[config.mk]
export PLATFORM = sky130hd
export DESIGN_NAME = velocity_limited_motion_step_unit
export DESIGN_NICKNAME = d
export VERILOG_FILES = /design/src/design/vlms_pkg.sv /design/src/design/vlms_mul.sv /design/src/design/vlms_iter.sv /design/src/design/velocity_limited_motion_step_unit.sv
export SDC_FILE = /design/constraint.sdc
export NUM_CORES = 2
export LEC_CHECK = 0
export BUFFER_PORTS_ARGS = -buffer_cell sky130_fd_sc_hd__buf_4
export CAP_MARGIN = 20
export CORE_MARGIN = 2
export CORE_UTILIZATION = 44
export CTS_BUF_LIST = sky130_fd_sc_hd__clkbuf_4
export DETAILED_ROUTE_END_ITERATION = 8
export GPL_TIMING_DRIVEN = 0
export HOLD_SLACK_MARGIN = 0.03
export MAX_ROUTING_LAYER = met4
export PLACE_DENSITY_LB_ADDON = 0.15
export SLEW_MARGIN = 10
export SYNTH_ARGS = -nofsm -noshare
export SYNTH_HDL_FRONTEND = slang
export SYNTH_SLANG_ARGS = --single-unit
[constraint.sdc]
create_clock -name clk -period 13.05 [get_ports clk]
set_input_delay 2.61 -clock clk [delete_from_list [all_inputs] [get_ports clk]]
set_output_delay 2.61 -clock clk [all_outputs]
set_load 0.01 [all_outputs]
[src/design/vlms_pkg.sv]
`timescale 1ns / 1ps

package vlms_pkg;

  typedef struct packed {
    logic               operation;
    logic signed [31:0] accel_x;
    logic signed [31:0] accel_y;
    logic signed [31:0] place_x;
    logic signed [31:0] place_y;
  } in_t;

  typedef struct packed {
    logic signed [31:0] pos_x;
    logic signed [31:0] pos_y;
    logic signed [31:0] vel_x;
    logic signed [31:0] vel_y;
    logic               was_limited;
  } out_t;

  typedef enum logic {
    ITER_SQRT,
    ITER_DIV
  } iter_mode_t;

  typedef struct packed {
    logic       start;
    iter_mode_t mode;
  } iter_ctl_t;

  localparam logic [1:0] CFG_LIMIT_ENABLE = 2'd0;
  localparam logic [1:0] CFG_X_LIMIT      = 2'd1;
  localparam logic [1:0] CFG_Y_LIMIT      = 2'd2;
  localparam logic [1:0] CFG_TOTAL_LIMIT  = 2'd3;

  localparam int EN_X     = 0;
  localparam int EN_Y     = 1;
  localparam int EN_TOTAL = 2;

  localparam logic       OP_TICK  = 1'b0;
  localparam logic       OP_PLACE = 1'b1;

  localparam logic signed [31:0] SMAX32 = 32'sh7FFF_FFFF;
  localparam logic signed [31:0] SMIN32 = 32'sh8000_0000;

  function automatic logic signed [31:0] sat_add32(input logic signed [31:0] a,
                                                   input logic signed [31:0] b);
    logic signed [32:0] s;
    s = {a[31], a} + {b[31], b};
    if (s[32] != s[31]) begin
      return s[32] ? SMIN32 : SMAX32;
    end
    return s[31:0];
  endfunction

  function automatic logic [31:0] mag32(input logic signed [31:0] v);
    return v[31] ? 32'(-v) : 32'(v);
  endfunction

endpackage

[src/design/vlms_mul.sv]
`timescale 1ns / 1ps

module vlms_mul import vlms_pkg::*; (
  input  logic        clk,
  input  logic [31:0] a_i,
  input  logic [31:0] b_i,
  output logic [63:0] p_o
);

  logic [63:0] p_r;

  always_ff @(posedge clk) begin
    p_r <= 64'(a_i) * 64'(b_i);
  end

  assign p_o = p_r;

endmodule

[src/design/vlms_iter.sv]
`timescale 1ns / 1ps

module vlms_iter import vlms_pkg::*; (
  input  logic        clk,
  input  logic        rst_n,
  input  iter_ctl_t   ctl_i,
  input  logic [63:0] opnd_i,
  input  logic [31:0] dvsr_i,
  output logic        done_o,
  output logic [31:0] result_o
);

  localparam logic [5:0] SQRT_STEPS = 6'd32;
  localparam logic [5:0] DIV_STEPS  = 6'd31;

  logic        busy_r;
  logic        done_r;
  iter_mode_t  mode_r;
  logic [5:0]  cnt_r;
  logic [32:0] rem_r;
  logic [31:0] acc_r;
  logic [63:0] src_r;
  logic [31:0] dvsr_r;

  logic [34:0] rem_sh;
  logic [34:0] trial;
  logic [34:0] diff;
  logic        ge;

  // Square root and long division share one compare-subtract step.
  always_comb begin
    if (mode_r == ITER_SQRT) begin
      rem_sh = {rem_r, src_r[63:62]};
      trial  = {1'b0, acc_r, 2'b01};
    end else begin
      rem_sh = {2'b00, rem_r[31:0], src_r[63]};
      trial  = {3'b000, dvsr_r};
    end
    ge   = (rem_sh >= trial);
    diff = rem_sh - trial;
  end

  always_ff @(posedge clk) begin
    if (!rst_n) begin
      busy_r <= 1'b0;
      done_r <= 1'b0;
    end else begin
      if (ctl_i.start) begin
        done_r <= 1'b0;
        busy_r <= 1'b1;
        mode_r <= ctl_i.mode;
        acc_r  <= '0;
        dvsr_r <= dvsr_i;
        if (ctl_i.mode == ITER_SQRT) begin
          rem_r <= '0;
          src_r <= opnd_i;
          cnt_r <= SQRT_STEPS;
        end else begin
          rem_r <= {1'b0, opnd_i[62:31]};
          src_r <= {opnd_i[30:0], 33'd0};
          cnt_r <= DIV_STEPS;
        end
      end else if (busy_r) begin
        rem_r  <= ge ? diff[32:0] : rem_sh[32:0];
        acc_r  <= {acc_r[30:0], ge};
        src_r  <= (mode_r == ITER_SQRT) ? {src_r[61:0], 2'b00} : {src_r[62:0], 1'b0};
        cnt_r  <= cnt_r - 6'd1;
        done_r <= (cnt_r == 6'd1);
        if (cnt_r == 6'd1) begin
          busy_r <= 1'b0;
        end
      end else begin
        done_r <= 1'b0;
      end
    end
  end

  assign done_o   = done_r;
  assign result_o = acc_r;

endmodule

[src/design/velocity_limited_motion_step_unit.sv]
`timescale 1ns / 1ps

// Two-dimensional Euler motion step on signed Q16.16 values with per-axis and
// total speed limits. One item is in work at a time; in_ready is high only
// while the sequencer is idle, and a finished result waits in the output
// register while the next item is taken. A place item goes straight to the
// result; a tick first applies the per-axis clamps and, with the total limit
// enabled, compares the squared speed with the squared limit. When the speed
// is over the limit the vector is rescaled: the shared compare-subtract unit
// takes the square root of the squared speed and then each of the two
// quotients, and one registered 32 by 32 multiplier forms the squares and the
// products in turn.
module velocity_limited_motion_step_unit import vlms_pkg::*; (
  input  logic        clk,
  input  logic        rst_n,
  input  logic        in_valid,
  output logic        in_ready,
  input  in_t         in_data,
  output logic        out_valid,
  input  logic        out_ready,
  output out_t        out_data,
  input  logic        cfg_we,
  input  logic [1:0]  cfg_idx,
  input  logic [30:0] cfg_wdata
);

  typedef enum logic [3:0] {
    ST_IDLE,
    ST_CLAMP,
    ST_MUL_X,
    ST_MUL_Y,
    ST_MUL_L,
    ST_CMP,
    ST_SQRT,
    ST_MULQ_X,
    ST_DIV_X_GO,
    ST_DIV_X,
    ST_MULQ_Y,
    ST_DIV_Y_GO,
    ST_DIV_Y,
    ST_DONE
  } state_t;

  state_t state_r;

  logic [2:0]  en_r;
  logic [30:0] xlim_r;
  logic [30:0] ylim_r;
  logic [30:0] tlim_r;

  logic signed [31:0] posx_r;
  logic signed [31:0] posy_r;
  logic signed [31:0] velx_r;
  logic signed [31:0] vely_r;

  logic               op_r;
  logic signed [31:0] placex_r;
  logic signed [31:0] placey_r;
  logic signed [31:0] vx_r;
  logic signed [31:0] vy_r;
  logic               hit_r;
  logic [63:0]        sq_r;
  logic [31:0]        m_r;

  logic               out_valid_r;
  out_t               out_data_r;

  logic [31:0] mul_a;
  logic [31:0] mul_b;
  logic [63:0] mul_p;

  iter_ctl_t   iter_ctl;
  logic [63:0] iter_opnd;
  logic        iter_done;
  logic [31:0] iter_q;

  logic signed [31:0] xlim_s;
  logic signed [31:0] ylim_s;
  logic signed [31:0] cvx;
  logic signed [31:0] cvy;
  logic               chit;
  logic signed [31:0] q_s;
  logic signed [31:0] newpx;
  logic signed [31:0] newpy;

  vlms_mul u_mul (
    .clk (clk),
    .a_i (mul_a),
    .b_i (mul_b),
    .p_o (mul_p)
  );

  vlms_iter u_iter (
    .clk      (clk),
    .rst_n    (rst_n),
    .ctl_i    (iter_ctl),
    .opnd_i   (iter_opnd),
    .dvsr_i   (m_r),
    .done_o   (iter_done),
    .result_o (iter_q)
  );

  always_comb begin
    case (state_r)
      ST_MUL_X: begin
        mul_a = mag32(vx_r);
        mul_b = mag32(vx_r);
      end
      ST_MUL_Y: begin
        mul_a = mag32(vy_r);
        mul_b = mag32(vy_r);
      end
      ST_MUL_L: begin
        mul_a = {1'b0, tlim_r};
        mul_b = {1'b0, tlim_r};
      end
      ST_MULQ_X: begin
        mul_a = mag32(vx_r);
        mul_b = {1'b0, tlim_r};
      end
      ST_MULQ_Y: begin
        mul_a = mag32(vy_r);
        mul_b = {1'b0, tlim_r};
      end
      default: begin
        mul_a = '0;
        mul_b = '0;
      end
    endcase
  end

  always_comb begin
    iter_ctl.start = 1'b0;
    iter_ctl.mode  = ITER_DIV;
    iter_opnd      = mul_p;
    case (state_r)
      ST_CMP: begin
        iter_ctl.start = (sq_r > mul_p);
        iter_ctl.mode  = ITER_SQRT;
        iter_opnd      = sq_r;
      end
      ST_DIV_X_GO,
      ST_DIV_Y_GO: begin
        iter_ctl.start = 1'b1;
      end
      default: begin
        iter_ctl.start = 1'b0;
      end
    endcase
  end

  always_comb begin
    xlim_s = signed'({1'b0, xlim_r});
    ylim_s = signed'({1'b0, ylim_r});
    cvx    = vx_r;
    cvy    = vy_r;
    chit   = 1'b0;
    if (en_r[EN_X] && (mag32(vx_r) > {1'b0, xlim_r})) begin
      cvx  = vx_r[31] ? -xlim_s : xlim_s;
      chit = 1'b1;
    end
    if (en_r[EN_Y] && (mag32(vy_r) > {1'b0, ylim_r})) begin
      cvy  = vy_r[31] ? -ylim_s : ylim_s;
      chit = 1'b1;
    end
    q_s   = signed'(iter_q);
    newpx = sat_add32(posx_r, vx_r);
    newpy = sat_add32(posy_r, vy_r);
  end

  always_ff @(posedge clk) begin
    if (!rst_n) begin
      en_r   <= '0;
      xlim_r <= '0;
      ylim_r <= '0;
      tlim_r <= '0;
    end else if (cfg_we) begin
      case (cfg_idx)
        CFG_LIMIT_ENABLE: en_r   <= cfg_wdata[2:0];
        CFG_X_LIMIT:      xlim_r <= cfg_wdata;
        CFG_Y_LIMIT:      ylim_r <= cfg_wdata;
        CFG_TOTAL_LIMIT:  tlim_r <= cfg_wdata;
        default:          en_r   <= en_r;
      endcase
    end
  end

  always_ff @(posedge clk) begin
    if (!rst_n) begin
      state_r     <= ST_IDLE;
      out_valid_r <= 1'b0;
      posx_r      <= '0;
      posy_r      <= '0;
      velx_r      <= '0;
      vely_r      <= '0;
    end else begin
      if (out_valid_r && out_ready && (state_r != ST_DONE)) begin
        out_valid_r <= 1'b0;
      end
      case (state_r)
        ST_IDLE: begin
          if (in_valid) begin
            op_r     <= in_data.operation;
            placex_r <= in_data.place_x;
            placey_r <= in_data.place_y;
            vx_r     <= sat_add32(velx_r, in_data.accel_x);
            vy_r     <= sat_add32(vely_r, in_data.accel_y);
            hit_r    <= 1'b0;
            state_r  <= (in_data.operation == OP_PLACE) ? ST_DONE : ST_CLAMP;
          end
        end
        ST_CLAMP: begin
          vx_r    <= cvx;
          vy_r    <= cvy;
          hit_r   <= chit;
          state_r <= en_r[EN_TOTAL] ? ST_MUL_X : ST_DONE;
        end
        ST_MUL_X: begin
          state_r <= ST_MUL_Y;
        end
        ST_MUL_Y: begin
          sq_r    <= mul_p;
          state_r <= ST_MUL_L;
        end
        ST_MUL_L: begin
          sq_r    <= sq_r + mul_p;
          state_r <= ST_CMP;
        end
        ST_CMP: begin
          if (sq_r > mul_p) begin
            hit_r   <= 1'b1;
            state_r <= ST_SQRT;
          end else begin
            state_r <= ST_DONE;
          end
        end
        ST_SQRT: begin
          if (iter_done) begin
            m_r     <= iter_q;
            state_r <= ST_MULQ_X;
          end
        end
        ST_MULQ_X: begin
          state_r <= ST_DIV_X_GO;
        end
        ST_DIV_X_GO: begin
          state_r <= ST_DIV_X;
        end
        ST_DIV_X: begin
          if (iter_done) begin
            vx_r    <= vx_r[31] ? -q_s : q_s;
            state_r <= ST_MULQ_Y;
          end
        end
        ST_MULQ_Y: begin
          state_r <= ST_DIV_Y_GO;
        end
        ST_DIV_Y_GO: begin
          state_r <= ST_DIV_Y;
        end
        ST_DIV_Y: begin
          if (iter_done) begin
            vy_r    <= vy_r[31] ? -q_s : q_s;
            state_r <= ST_DONE;
          end
        end
        ST_DONE: begin
          if (!out_valid_r || out_ready) begin
            out_valid_r <= 1'b1;
            state_r     <= ST_IDLE;
            if (op_r == OP_PLACE) begin
              posx_r     <= placex_r;
              posy_r     <= placey_r;
              velx_r     <= '0;
              vely_r     <= '0;
              out_data_r <= '{pos_x: placex_r, pos_y: placey_r, vel_x: '0, vel_y: '0,
                              was_limited: 1'b0};
            end else begin
              posx_r     <= newpx;
              posy_r     <= newpy;
              velx_r     <= vx_r;
              vely_r     <= vy_r;
              out_data_r <= '{pos_x: newpx, pos_y: newpy, vel_x: vx_r, vel_y: vy_r,
                              was_limited: hit_r};
            end
          end
        end
        default: begin
          state_r <= ST_IDLE;
        end
      endcase
    end
  end

  assign in_ready  = (state_r == ST_IDLE);
  assign out_valid = out_valid_r;
  assign out_data  = out_data_r;

endmodule

* After elaboration in Yosys (flattened, before gate mapping)
Index checks and enable logic that the tools add are counted.
** Storage, ports and cells
- Logic and storage cells :: 195
- Bits of input ports :: 167
- Register bits :: 818
** Cells by class
- Equality and inequality tests :: 30
- Reductions and logical operators :: 33
- Add/subtract/negate cells :: 12
- Mux-type cells :: 81
- Bitwise logic cells :: 2
- Order comparisons :: 4
- Multiply operators :: 1
** Operators by type and width (count)
- 32-bit 2-to-1 mux :: 30
- 32-bit one-hot mux with 3 select lines :: 4
- 64-bit 2-to-1 mux :: 5
- 32-bit by 32-bit adder with 33-bit output :: 4
- 129-bit 2-to-1 mux :: 1
- 64-bit one-hot mux with 2 select lines :: 1
- 33-bit 2-to-1 mux :: 3
- 32-bit negation :: 3
- 64-bit adder :: 1
- 32-bit by 31-bit > comparator with 1-bit output :: 2
- 64-bit > comparator :: 1
- 32-bit by 32-bit multiplier with 64-bit output :: 1
- 31-bit negation with 32-bit output :: 2
- 4-bit one-hot mux with 14 select lines :: 1
- 35-bit by 34-bit greater-or-equal comparator with 1-bit output :: 1
- 35-bit 2-to-1 mux :: 1
- 34-bit 2-to-1 mux :: 1
- 33-bit subtractor :: 1
- 4-bit 2-to-1 mux :: 8
- 4-bit equality test (second input constant) :: 6
- 1-bit 2-to-1 mux :: 21
- 6-bit 2-to-1 mux :: 3
- 4-bit by 3-bit equality test with 1-bit output (second input constant) :: 4
- 2-bit AND reduction :: 8
- other kinds (25) :: 50

* Longest topological paths before layout
- Depth in word-level cells :: 9
- Mapped depth :: 42

* Hierarchy
A second synthesis with hierarchy kept.
** Unflattened totals
- Cell total of the unflattened synthesis :: 9339
- Area total of the unflattened synthesis :: 85674.7 um^2
** Modules (own cells, without submodules)
- velocity_limited_motion_step_unit :: sequential area each 15244.6 um^2, area an instance 41033.1 um^2, cells an instance 4714, instances 1
- vlms_mul :: sequential area each 1281.2 um^2, area an instance 34379.2 um^2, cells an instance 3710, instances 1
- vlms_iter :: sequential area each 5084.9 um^2, area an instance 10262.3 um^2, cells an instance 915, instances 1

* Least setup slack after synthesis
No wires, ideal clock.
- Path type :: register to register
- From :: register vy_r[7]
- To :: register u_mul.p_r[62], in the netlist u_mul.p_o[62]
- Data required time :: 12931 ps
- Arrival :: 9523 ps
- Path slack :: 3409 ps
- Cell stages (with the launch flop) :: 37
- Library setup time :: 119 ps
- Clock period less this slack :: 9641 ps
- Buffers on the path :: 2
- Cells stage by stage :: edfxtp_1 or4_4 nor2_1 nand3_1 or3_1 nand2b_1 or4_1 o31ai_1 xnor2_1 nand2_1 nand3_1 buf_2 nand2_1 fa_1 inv_1 fa_1 inv_1 fa_1 fa_1 inv_1 fa_1 fa_1 fa_1 fa_1 ha_1 clkbuf_1 a21oi_1 o21ai_0 a31oi_1 nor2_1 a31oi_1 and3_1 o31ai_1 nand3_1 o41ai_1 a31oi_1 xnor2_1
** Between the ends
- Longest elaborated chain between the ends :: 4
- Elaborated cells between the ends (all ways) :: 5
- Those cells by class :: add/sub (1); mul (1); mux (3)
** RTL lines
- start, declared :: RTL line velocity_limited_motion_step_unit.sv:60 : logic signed [31:0] vy_r;
- start signal, assigned :: RTL line velocity_limited_motion_step_unit.sv:207 : vy_r <= sat_add32(vely_r, in_data.accel_y);
- start signal, assigned :: RTL line velocity_limited_motion_step_unit.sv:214 : vy_r <= cvy;
- start signal, assigned :: RTL line velocity_limited_motion_step_unit.sv:263 : vy_r <= vy_r[31] ? -q_s : q_s;
- 32-bit negation :: RTL line vlms_pkg.sv:57 : return v[31] ? 32'(-v) : 32'(v);
- 32-bit 2-to-1 mux (*) :: RTL line vlms_pkg.sv:57
- 32-bit one-hot mux with 3 select lines :: RTL line velocity_limited_motion_step_unit.sv:104 : case (state_r)
- 32-bit by 32-bit multiplier with 64-bit output (*) :: RTL line vlms_mul.sv:13 : p_r <= 64'(a_i) * 64'(b_i);
- end signal, assigned :: RTL line vlms_mul.sv:13
- end, declared :: RTL line vlms_mul.sv:10 : logic [63:0] p_r;
Every way passes the cells marked *; elsewhere a longest branch is shown, timed or not.
A chain may end at the register's enable or synchronous reset.

* Worst setup path after layout
- From :: register vx_r[0]
- To :: register u_mul.p_r[59], in the netlist u_mul.p_o[59]
** Between the ends
- Longest elaborated chain between the ends :: 4
- Elaborated cells between the ends (all ways) :: 5
- Those cells by class :: add/sub (1); mul (1); mux (3)
** RTL lines
- start, declared :: RTL line velocity_limited_motion_step_unit.sv:59 : logic signed [31:0] vx_r;
- start signal, assigned :: RTL line velocity_limited_motion_step_unit.sv:206 : vx_r <= sat_add32(velx_r, in_data.accel_x);
- start signal, assigned :: RTL line velocity_limited_motion_step_unit.sv:213 : vx_r <= cvx;
- start signal, assigned :: RTL line velocity_limited_motion_step_unit.sv:251 : vx_r <= vx_r[31] ? -q_s : q_s;
- 32-bit negation :: RTL line vlms_pkg.sv:57
- 32-bit 2-to-1 mux (*) :: RTL line vlms_pkg.sv:57
- 32-bit one-hot mux with 3 select lines :: RTL line velocity_limited_motion_step_unit.sv:104
- 32-bit by 32-bit multiplier with 64-bit output (*) :: RTL line vlms_mul.sv:13
Marked as above.

==> impl_results.md <==
- First-pass GRT wire length: 521 mm
- Num rows: 160
- Number of synthesized register bits: about 820
- Total CTS buffers: between 200 and 250
- Footprint of the multi-input gates: roughly 56000 sq um
- Worst Hold Class: reg2reg
- Yosys top cell area share: approximately 22%
- Worst R2R End: u_mul.p_o[59]$_DFF_P_
- Int Power: between 6 and 7 mW
- Via Count: 73528
- Via density: 5.79
- Slowest-stage cell, CP: edfxtp_1
- Final hold violation count: 0
- Top cells by area, synth: fa_1 22%, edfxtp_1 19%, ha_1 9.3%
- EDFF count, synth: about 520
- Worst Setup EP: u_mul.p_o[59]$_DFF_P_
- Register area share after synthesis: approximately a quarter
- Routed Antenna Nets: 0
- Synth Area per Inst: ~8.9 sq um
- Clk_lat worst skew: 1.30 ns
- Worst setup path startpoint: vx_r[0]$_DFFE_PP_
- Cell Area, Placed: ~90000 sq um
- Clock skew: 0.0971 ns
- Critical Path Sink Type: register
- CTS Root Cell: clkbuf_4
- RSZ-0062 raised after global routing: false
- Seq pwr share: between 30% and 40%
- Yosys warnings: 0
- Drt wl/cell: between 20 and 30 um
- Status: finished, final reports clean
- Die X: approximately 440 um
- CTS max path bufs: 3
- Routability cong.: roughly 1.1
- Commonest non-fill, non-tap cell in the layout: nand2_1
- Maxcap violations: 0
- Synth Flop Type: edfxtp_1
- Reg clk slew, reported paths: ~0.070 ns
- CP max FO: 9
- Buffers on Ports: 296
- Total negative slack: 0 ns
- Storage element area: approximately 22000 sq um
- Worst EP required: approximately 14 ns
- Final #Nets: between 10000 and 15000
- WS Path Type: reg2reg
- First-pass DRT Iterations: 9
- H-tree depth: 4
- Slew Viols, Final: 0
- PD cells: around 140 nW/um^2
- Initial antenna violation count: 37
- Relative slew slack: between 10% and 20%
- Largest area contributor in the netlist: fa_1
- DR iter-0 viols: approximately 8000
- CTS tree: done
- Area of the core: about 190000 sq um
- Switching power: 6.29 mW
- Routed WL: 370 mm
- Largest net degree at the start of global routing: 60
- Register-to-Register Path Depth: 40
- Comb pwr share: ~50%
- Worst setup SP type: register
- Layout area overhead: 11.0%
- Period utilization: roughly 99%
- HPWL after detailed placement: 309 mm
- Post-route cell area: just over 90000 sq um
- Period minus WS final: between 10 and 15 ns
- Cell count after synthesis: between 9000 and 10000
- I/O pins: 298
- DIE AREA: 194000 sq um
- LEAKAGE: around 40 nW
- Worst r2r src: vx_r[0]$_DFFE_PP_
- Slowest stage delay, CP: approximately 0.7 ns
- CP dominant cell by count: fa_1
- Vias in the first global route: approximately 73000
- GR Overflow Total: 0
- Worst ir drop on vdd: 0.0880 mV
- Initial core utilization: 44.2%
- Switching Share: a little under 50%
- DRC viols: 0
- Layout cells sized above 1: 8.19%
- Post-synth cell types: 94
- Crit path DAT: about 14 ns
- Chip height: about 440 um
- Worst reg2reg setup slack: 0.17 ns
- CTS Sinks: slightly above 800
- Worst Max-Slew Pin Slew: 1.34 ns
- Most frequent cells in the layout: 1392 x nand2_1, 1204 x inv_1, 902 x fa_1
- Ys async rst share: 0%
- Fillers: around 19000
- Clk pwr share: approximately a fifth
- Mapped Area: around 84000 sq um
- Tot GR Track Use: between 30% and 40%
- Max Clk Rate: approximately 78 MHz
- Setup violators final: 0
[how the worst min path moves through the flow]
stage / from / end / slack (ns) / cells after the start
after global placement: m_r[11]$_DFFE_PP_ / u_iter.dvsr_r[11]$_DFFE_PP_ / 0.40 / 0
after global routing: m_r[24]$_DFFE_PP_ / u_iter.dvsr_r[24]$_DFFE_PP_ / 0.39 / 0
after CTS: m_r[0]$_DFFE_PP_ / u_iter.dvsr_r[0]$_DFFE_PP_ / 0.37 / 0
final: m_r[0]$_DFFE_PP_ / u_iter.dvsr_r[0]$_DFFE_PP_ / 0.39 / 0
after floorplan: m_r[0]$_DFFE_PP_ / u_iter.dvsr_r[0]$_DFFE_PP_ / 0.40 / 0
after detailed placement: m_r[0]$_DFFE_PP_ / u_iter.dvsr_r[0]$_DFFE_PP_ / 0.40 / 0
[per-stage QoR]
step	std cells	setup slack [ns]	hold slack [ns]	total power [mW]	util, %
after global routing	12684	0.0250	0.395	13.6	49.1
after CTS	12661	0.00118	0.371	12.8	49.0
final	12691	0.166	0.386	13.0	49.1
after global placement	12213	-0.349	0.401	10.2	47.1
after detailed placement	12245	-0.393	0.405	10.3	47.4
after floorplan	9406	3.41	0.400	7.55	-
[flip-flops by register name, indices dropped and copies added, names as in the netlist, 4 cells and up]
name / flops
u_iter.dvsr_r: 32
out_data: 129
vx_r: 32
m_r: 32
velx_r: 32
state_r: 4
tlim_r: 31
u_iter.rem_r: 33
vely_r: 32
ylim_r: 31
placex_r: 32
posx_r: 32
sq_r: 64
u_mul.p_o: 64
placey_r: 32
vy_r: 32
u_iter.src_r: 64
posy_r: 32
xlim_r: 31
u_iter.cnt_r: 6
u_iter.result_o: 32
[power groups by stage]
stage / combinational, mW / sequential, mW / clock [mW]
floorplan: 3.86 / 3.69 / 0
global placement: 6.18 / 4.01 / 0
detailed placement: 6.32 / 3.95 / 0
CTS: 6.36 / 3.90 / 2.56
global route: 6.94 / 3.94 / 2.68
finish: 6.55 / 3.93 / 2.51
[layer usage]
metal  global-route usage (%)  up-vias  routed length, um
li1                         -    32526                  -
met1                     50.6    36568             154000
met2                     55.6     3634             157000
met3                     10.4      800              37200
met4                     19.9        0              21800
met5                        -        -                  0
[cell type report]
| type | count | share of cell area [%] |
|---|---|---|
| multi-input combinational | 6899 | 60.2 |
| sequential | 818 | 23.2 |
| inverter | 1205 | 4.86 |
| tap | 2511 | 3.37 |
| timing repair buffer | 335 | 3.00 |
| clock buffer | 322 | 2.60 |
| buffer | 472 | 2.01 |
| clock inverter | 98 | 0.685 |
| antenna | 31 | 0.0833 |
[cell families after synthesis]
family                     synth area share (%)
other                                   0.00895
DFF                                        25.7
and+or+nand+nor                            15.6
buffers and inverters                      7.63
muxes                                      2.03
adders and majority gates                  30.8
AOI/OAI and AO/OA                          13.7
xor gates and xnor gates                   4.49
[cells in the mapped netlist, drive strengths merged, types with 39 or more instances]
cell / number
mux2i: 129
nor2b: 114
xor2: 116
o31ai: 104
clkbuf: 426
o22ai: 65
edfxtp: 523
nand3: 131
o21ai: 383
a21boi: 177
and2: 101
o21bai: 53
a21o: 115
or3: 40
a21oi: 426
a211oi: 47
ha: 621
o211ai: 55
fa: 902
a22oi: 70
a211o: 39
nand4: 62
nor3: 61
xnor2: 314
buf: 58
nand2b: 69
inv: 1204
nor2: 811
nor4: 46
and3: 69
dfxtp: 295
nand2: 1393
a31oi: 47
[critical path, delay by kind of cell (launching register included)]
family,cells,cell delay [ns]
adder cells (fa/ha/maj),10,4.43
AND/OR/NAND/NOR,11,2.63
AO/OA/AOI/OAI,8,2.19
buffers and inverters,9,2.04
flip-flops,1,0.72
XOR/XNOR,2,0.69
[what timing repair did]
item,4_1_cts,5_1_grt
hold buffers,0,0
gates resized for setup,9,35
setup endpoints to repair,11,13
setup buffers,0,0
No activity file was read; power rests on OpenSTA's default activity.
